File: config.mk
export PLATFORM = sky130hd
export DESIGN_NAME = sparse_polynomial_add_merge_core
export DESIGN_NICKNAME = d
export VERILOG_FILES = /design/src/hdl/spadd_pkg.sv /design/src/hdl/sparse_polynomial_add_merge_core.sv
export VERILOG_INCLUDE_DIRS = /design/src /design/src/hdl
export SDC_FILE = /design/constraint.sdc
export NUM_CORES = 1
export LEC_CHECK = 0
export ABC_CLOCK_PERIOD_IN_PS = 8700
export BUFFER_PORTS_ARGS = -buffer_cell sky130_fd_sc_hd__buf_2
export CORE_MARGIN = 2
export CORE_UTILIZATION = 45
export CTS_CLUSTER_DIAMETER = 30
export DETAILED_ROUTE_END_ITERATION = 12
export GPL_ROUTABILITY_DRIVEN = 0
export PLACE_DENSITY = 0.6
export SLEW_MARGIN = 20
export SYNTH_ARGS = -nofsm -noshare
export SYNTH_HDL_FRONTEND = slang
export SYNTH_SLANG_ARGS = --single-unit
File: constraint.sdc
create_clock -name clk -period 8.7 [get_ports clk]
set_input_delay 1.74 -clock clk [delete_from_list [all_inputs] [get_ports clk]]
set_output_delay 1.74 -clock clk [all_outputs]
set_load 0.03 [all_outputs]
File: src/hdl/sparse_polynomial_add_merge_core_defines.svh
// ----------------------------------------------------------------------------
// Assertion macros for the sparse polynomial merge core
// Clocked, reset-qualified wrappers for concurrent assertions.
// ----------------------------------------------------------------------------
`ifndef SPARSE_POLYNOMIAL_ADD_MERGE_CORE_DEFINES_SVH
`define SPARSE_POLYNOMIAL_ADD_MERGE_CORE_DEFINES_SVH

// same-cycle implication
`define SPADD_ASSERT_NOW(label, ante, cons, msg) \
    label: assert property (@(posedge clk) disable iff (!rst_n) (ante) |-> (cons)) \
        else $error(msg);

// next-cycle implication
`define SPADD_ASSERT_NEXT(label, ante, cons, msg) \
    label: assert property (@(posedge clk) disable iff (!rst_n) (ante) |=> (cons)) \
        else $error(msg);

`endif

File: src/hdl/spadd_pkg.sv
// ----------------------------------------------------------------------------
// spadd_pkg
// Widths, term layout and mode codes of the sparse polynomial merge core.
// ----------------------------------------------------------------------------
package spadd_pkg;

    localparam int MAX_TERMS = 16;
    localparam int IDX_W     = (MAX_TERMS > 1) ? $clog2(MAX_TERMS) : 1;
    localparam int CNT_W     = $clog2(MAX_TERMS + 1);

    localparam int COEFF_W   = 16;
    localparam int EXPO_W    = 10;
    localparam int SUM_W     = COEFF_W + 1;
    localparam int TERM_W    = COEFF_W + EXPO_W;
    localparam int S_TDATA_W = ((TERM_W + 7) / 8) * 8;
    localparam int M_TDATA_W = ((SUM_W + EXPO_W + 7) / 8) * 8;

    localparam logic [1:0] MODE_APPEND_A = 2'd0;
    localparam logic [1:0] MODE_APPEND_B = 2'd1;
    localparam logic [1:0] MODE_ADD      = 2'd2;
    localparam logic [1:0] MODE_CLEAR    = 2'd3;

    // coefficient in the low bits
    typedef struct packed {
        logic        [EXPO_W-1:0]  expo;
        logic signed [COEFF_W-1:0] coeff;
    } term_t;

endpackage

File: src/hdl/sparse_polynomial_add_merge_core.sv
// ----------------------------------------------------------------------------
// sparse_polynomial_add_merge_core
// Two term lists in block memories, merged on request into one sorted sum.
// ----------------------------------------------------------------------------
// Usage:
//   Slave channel (s_*) carries commands: s_tuser selects append to list A,
//   append to list B, add, or clear; s_tdata holds the term to append.
//   An append to a full list is dropped. An add walks both lists from
//   their first entries and sends one result term on the master channel
//   (m_*) per merge step, highest exponent first, with m_tlast on the final
//   term. Two empty lists give a single transfer with m_tuser set and all
//   other fields zero. Each merge step reads both list memories at the
//   current positions, then compares and loads the output register.
//   The slave channel is not ready while an add is running. A stalled master
//   channel holds the output register and the merge waits for it.
//   Reset empties both lists; memory contents are not cleared.
// ----------------------------------------------------------------------------
`include "sparse_polynomial_add_merge_core_defines.svh"

module sparse_polynomial_add_merge_core
(
    input  logic                             clk,
    input  logic                             rst_n,

    input  logic                             s_tvalid,
    output logic                             s_tready,
    input  logic [spadd_pkg::S_TDATA_W-1:0]  s_tdata,   // term_coeff, term_exponent
    input  logic [1:0]                       s_tuser,   // mode

    output logic                             m_tvalid,
    input  logic                             m_tready,
    output logic [spadd_pkg::M_TDATA_W-1:0]  m_tdata,   // sum_coeff, sum_exponent
    output logic                             m_tlast,   // last_term
    output logic                             m_tuser    // empty_result
);

    localparam logic [1:0] ST_IDLE = 2'd0;
    localparam logic [1:0] ST_READ = 2'd1;
    localparam logic [1:0] ST_EMIT = 2'd2;

    localparam int CNT_W = spadd_pkg::CNT_W;
    localparam int IDX_W = spadd_pkg::IDX_W;

    spadd_pkg::term_t mem_a [spadd_pkg::MAX_TERMS];
    spadd_pkg::term_t mem_b [spadd_pkg::MAX_TERMS];
    spadd_pkg::term_t rd_a_reg;
    spadd_pkg::term_t rd_b_reg;
    spadd_pkg::term_t in_term;

    logic [1:0]       state_reg, state_next;
    logic [CNT_W-1:0] count_a_reg, count_a_next;
    logic [CNT_W-1:0] count_b_reg, count_b_next;
    logic [CNT_W-1:0] i_reg, i_next;
    logic [CNT_W-1:0] j_reg, j_next;

    logic                              out_valid_reg, out_valid_next;
    logic signed [spadd_pkg::SUM_W-1:0] out_coeff_reg, out_coeff_next;
    logic [spadd_pkg::EXPO_W-1:0]      out_expo_reg, out_expo_next;
    logic                              out_last_reg, out_last_next;
    logic                              out_empty_reg, out_empty_next;

    logic s_xfer;
    logic out_free;
    logic write_a;
    logic write_b;
    logic a_has;
    logic b_has;
    logic signed [spadd_pkg::SUM_W-1:0] a_ext;
    logic signed [spadd_pkg::SUM_W-1:0] b_ext;

    assign in_term  = spadd_pkg::term_t'(s_tdata[spadd_pkg::TERM_W-1:0]);
    assign s_tready = (state_reg == ST_IDLE);
    assign s_xfer   = s_tvalid && s_tready;
    assign out_free = !out_valid_reg || m_tready;
    assign write_a  = s_xfer && (s_tuser == spadd_pkg::MODE_APPEND_A)
                      && (count_a_reg < CNT_W'(spadd_pkg::MAX_TERMS));
    assign write_b  = s_xfer && (s_tuser == spadd_pkg::MODE_APPEND_B)
                      && (count_b_reg < CNT_W'(spadd_pkg::MAX_TERMS));

    assign a_has = (i_reg < count_a_reg);
    assign b_has = (j_reg < count_b_reg);
    assign a_ext = {rd_a_reg.coeff[spadd_pkg::COEFF_W-1], rd_a_reg.coeff};
    assign b_ext = {rd_b_reg.coeff[spadd_pkg::COEFF_W-1], rd_b_reg.coeff};

    always_ff @(posedge clk)
    begin
        if (write_a)
        begin
            mem_a[count_a_reg[IDX_W-1:0]] <= in_term;
        end
        if (write_b)
        begin
            mem_b[count_b_reg[IDX_W-1:0]] <= in_term;
        end
        rd_a_reg <= mem_a[i_reg[IDX_W-1:0]];
        rd_b_reg <= mem_b[j_reg[IDX_W-1:0]];
    end

    always_comb
    begin
        state_next     = state_reg;
        count_a_next   = count_a_reg;
        count_b_next   = count_b_reg;
        i_next         = i_reg;
        j_next         = j_reg;
        out_valid_next = out_valid_reg && !m_tready;
        out_coeff_next = out_coeff_reg;
        out_expo_next  = out_expo_reg;
        out_last_next  = out_last_reg;
        out_empty_next = out_empty_reg;

        unique case (state_reg)
            ST_IDLE:
            begin
                if (s_xfer)
                begin
                    unique case (s_tuser)
                        spadd_pkg::MODE_APPEND_A:
                        begin
                            if (write_a)
                            begin
                                count_a_next = count_a_reg + CNT_W'(1);
                            end
                        end
                        spadd_pkg::MODE_APPEND_B:
                        begin
                            if (write_b)
                            begin
                                count_b_next = count_b_reg + CNT_W'(1);
                            end
                        end
                        spadd_pkg::MODE_ADD:
                        begin
                            i_next     = '0;
                            j_next     = '0;
                            state_next = ST_READ;
                        end
                        spadd_pkg::MODE_CLEAR:
                        begin
                            count_a_next = '0;
                            count_b_next = '0;
                        end
                        default:
                        begin
                            state_next = ST_IDLE;
                        end
                    endcase
                end
            end
            ST_READ:
            begin
                state_next = ST_EMIT;
            end
            ST_EMIT:
            begin
                if (out_free)
                begin
                    out_valid_next = 1'b1;
                    out_empty_next = 1'b0;
                    priority if (!a_has && !b_has)
                    begin
                        out_coeff_next = '0;
                        out_expo_next  = '0;
                        out_empty_next = 1'b1;
                    end
                    else if (a_has && b_has && (rd_a_reg.expo == rd_b_reg.expo))
                    begin
                        out_coeff_next = a_ext + b_ext;
                        out_expo_next  = rd_a_reg.expo;
                        i_next         = i_reg + CNT_W'(1);
                        j_next         = j_reg + CNT_W'(1);
                    end
                    else if (a_has && (!b_has || (rd_a_reg.expo > rd_b_reg.expo)))
                    begin
                        out_coeff_next = a_ext;
                        out_expo_next  = rd_a_reg.expo;
                        i_next         = i_reg + CNT_W'(1);
                    end
                    else
                    begin
                        out_coeff_next = b_ext;
                        out_expo_next  = rd_b_reg.expo;
                        j_next         = j_reg + CNT_W'(1);
                    end
                    out_last_next = !out_empty_next
                                    && (i_next >= count_a_reg) && (j_next >= count_b_reg);
                    if (out_empty_next || out_last_next)
                    begin
                        state_next = ST_IDLE;
                    end
                    else
                    begin
                        state_next = ST_READ;
                    end
                end
            end
            default:
            begin
                state_next = ST_IDLE;
            end
        endcase
    end

    always_ff @(posedge clk or negedge rst_n)
    begin
        if (!rst_n)
        begin
            state_reg     <= ST_IDLE;
            count_a_reg   <= '0;
            count_b_reg   <= '0;
            i_reg         <= '0;
            j_reg         <= '0;
            out_valid_reg <= 1'b0;
        end
        else
        begin
            state_reg     <= state_next;
            count_a_reg   <= count_a_next;
            count_b_reg   <= count_b_next;
            i_reg         <= i_next;
            j_reg         <= j_next;
            out_valid_reg <= out_valid_next;
        end
    end

    always_ff @(posedge clk)
    begin
        out_coeff_reg <= out_coeff_next;
        out_expo_reg  <= out_expo_next;
        out_last_reg  <= out_last_next;
        out_empty_reg <= out_empty_next;
    end

    assign m_tvalid = out_valid_reg;
    assign m_tdata  = {{(spadd_pkg::M_TDATA_W - spadd_pkg::SUM_W - spadd_pkg::EXPO_W){1'b0}},
                       out_expo_reg, out_coeff_reg};
    assign m_tlast  = out_last_reg;
    assign m_tuser  = out_empty_reg;

    `SPADD_ASSERT_NOW(a_count_bound, 1'b1,
        (count_a_reg <= CNT_W'(spadd_pkg::MAX_TERMS))
        && (count_b_reg <= CNT_W'(spadd_pkg::MAX_TERMS)),
        "list count exceeds capacity")
    `SPADD_ASSERT_NOW(a_walk_bound, state_reg != ST_IDLE,
        (i_reg <= count_a_reg) && (j_reg <= count_b_reg),
        "merge position passed end of list")
    `SPADD_ASSERT_NOW(a_empty_fields, m_tvalid && m_tuser,
        !m_tlast && (m_tdata == '0),
        "empty result carries nonzero fields")
    `SPADD_ASSERT_NEXT(a_emit_step, (state_reg == ST_EMIT) && out_free,
        m_tvalid && (state_reg != ST_EMIT),
        "merge step did not load output")

endmodule
==> impl_results.md <==
* Run status: finished, final reports clean
* Drt wl/cell at 26.68 um
* Height of the chip at 290.1 um
* Fin nets at 2020
* DP Area at 0.03880 mm^2
* RSZ-0062 raised after global routing: no
* Antenna diode count at 0
* Max Cap Violations at 0
* Fin util at 55.22%
* Ys Warns at 0
* Sequential area share after synthesis at 74.58%
* Peak VDD IR at 0.2903 mV
* Fin. max-slew vios at 0
* Worst Hold Path Cells at 2
* Crit-path max FO at 33
* Synthesized instance count at 1736
* PostCTS Resize Cnt at 0
* Post-route minimum period at 4.522 ns
* Antenna viol nets, final at 0
* Clock sink count at 936
* Clk Latency, worst-skew pair at 0.72 ns
* Setup CP Type: register to register
* WP data required at 9.34 ns
* Max Fclk at 0.2211 GHz
* Area grow syn2layout at 21.14%
* Seq cells post-synth at 936
* Final Setup Violations at 0
* Synth async-reset ratio at 2.457%
* Setup tns final at 0 ns
* WL met1 at 36660 um
* Initial antenna violation count at 1
* Vias at 18070
* Pin count of the biggest net entering global routing at 74
* First-pass GRT wire length at 124200 um
* Initial cell density of the core at 45.58%
* H-tree levels at 4
* Met3 routed WL at 4880 um
* End of the worst hold path: state_reg[1]
* Boundary pin count at 74
* Drt pass-1 iters at 5
* Ys flop type: edfxtp_1
* Startpoint types: register
* Inserted Clock Buffers at 160
* Leakage Power at 0.01456 uW
* Placement Rows at 104
* DR top layer: met4
* Design area at 0.04462 mm^2
* Gr usage total at 20.24%
* HP Start: state_reg[0]
* Via density at 5.782
* Final Hold Fails at 0
* Share of layout cells above drive strength 1 at 34.19%
* Syn_area_per_cell at 21.22 um^2
* Die area at 0.08416 mm^2
* Worst Path Arrival at 5.16 ns
* TritonCTS clock tree: built
* FF-to-FF path depth at 13
* Reg clk slew, reported paths at 0.05 ns
* Worst flop-to-flop path startpoint: i_reg[2]
* Synthesized cell area at 0.03683 mm^2
* Iteration-0 DRC Markers at 1816
* Most common cell after layout, fill and taps aside: edfxtp_1
* P per Cell Area at 363.2 mW/mm^2
* Vias in the first global route at 18662
* CTS Hold Bufs at 0
* Distinct cells, synth at 80
* Reg-to-Reg End: state_reg[0]
* Number of synthesized flops with an enable pin at 861
* Setup Buffers After CTS at 0
* WL final at 83360 um
* Rel. slew slack at 25.85%
* CORE AREA at 0.08081 mm^2
* DP HPWL at 46850 um
* Hold crit path type: register to register
* Die extent in x at 290.1 um
* Port bufs at 62
* Drt drc at 0
* Gr ovfl total at 0
* Worst Setup End Kind: register
* Worst Tran Pin Value at 1.111 ns
* WL met2 at 40160 um
* Clock skew at 0.02588 ns
* Clock root cell: clkbuf_16
* Max Root-Sink Buffers at 3
* Final Cycle Share at 51.98%
* Worst R2R Setup Slack at 4.18 ns
* Most frequent cells in the layout: 861 x edfxtp_1, 260 x mux4_2, 165 x clkbuf_16
## per-layer routing
metal / track usage, % / up-vias
li1: - / 7706
met1: 28.87 / 9647
met2: 31.44 / 580
met3: 4.442 / 137
met4: 6.237 / 0
met5: 0 / -
## through the flow
stage          setup slack, ns  cells  hold slack, ns  total power (uW)
2_1_floorplan            3.746   1740          0.4925              8619
3_3_place_gp             4.208   2807          0.5116              9775
3_5_place_dp             4.179   2818          0.5338              9827
4_1_cts                  4.144   3118          0.5454             16300
5_1_grt                  4.013   3125          0.5914             16880
6_report                 4.178   3125          0.5504             16210
## power breakdown
| group | switching, uW | internal (uW) | leakage [uW] |
|---|---|---|---|
| sequential | 338 | 5320 | 0.00849 |
| combinational | 2380 | 1750 | 0.00337 |
| clock | 2200 | 4220 | 0.00271 |
| total | 4920 | 11300 | 0.0146 |
## worst max-delay path by stage
| stage | cells past startpoint | to | start |
|---|---|---|---|
| after floorplan | 4 | mem_a[3][0] | s_tuser[1] |
| after global placement | 13 | state_reg[0] | i_reg[2] |
| after detailed placement | 13 | state_reg[0] | i_reg[2] |
| after CTS | 13 | state_reg[0] | i_reg[2] |
| after global routing | 14 | state_reg[0] | count_b_reg[2] |
| final | 13 | state_reg[0] | i_reg[2] |
## worst max-delay path: stages, from the launching register on
cell and delay [ns]:
dfrtp_2 1.06, ha_1 0.41, a21oi_1 0.20, o21ai_2 0.14
a311oi_2 0.54, o21ai_1 0.25, nand2_1 0.18, mux2_2 0.36
ha_1 0.28, a21o_1 0.16, a21oi_1 0.21, o21ai_0 0.19
a211o_1 0.32, a21oi_1 0.15
## cells by family after synthesis
group                      synth area share (%)
AOI/OAI and AO/OA                         2.870
xor gates and xnor gates                 0.4280
adders and majority gates                 1.889
buffers and inverters                     1.447
DFF                                       74.58
muxes                                     16.10
other                                   0.01018
and+or+nand+nor                           2.673
## cells in the mapped netlist, drive strengths merged, types with 5 or more instances
master  count  area [um^2]
a211oi      5        37.54
dfrtp      23        575.6
buf        48        285.3
nor2b       5        33.78
o21a        8        61.31
a21oi      29        145.1
a21o        7        52.55
o31ai       5        56.30
mux4      260         5856
ha         54        675.7
nand2b      8        50.05
edfxtp    861        25850
o21ai      25        132.6
inv        32        120.1
dfxtp      52         1041
clkbuf     34        127.6
nor3       16        80.08
nand3      19        95.09
nand4       7        43.79
a31oi       7        65.06
nand2      76        285.3
nor2       52        195.2
xnor2      12        105.1
xor2        6        52.55
## layout make-up
| cell class | count | area (um^2) |
|---|---|---|
| flip-flops and latches | 936 | 27490 |
| fillers | 5986 | 36190 |
| inverters | 32 | 120.1 |
| clock inverters | 111 | 1339 |
| clock buffers | 189 | 4299 |
| multi-input cells | 690 | 9074 |
| well taps | 1060 | 1326 |
| repair buffers | 107 | 970.9 |
(Power assumes the default switching activity.)
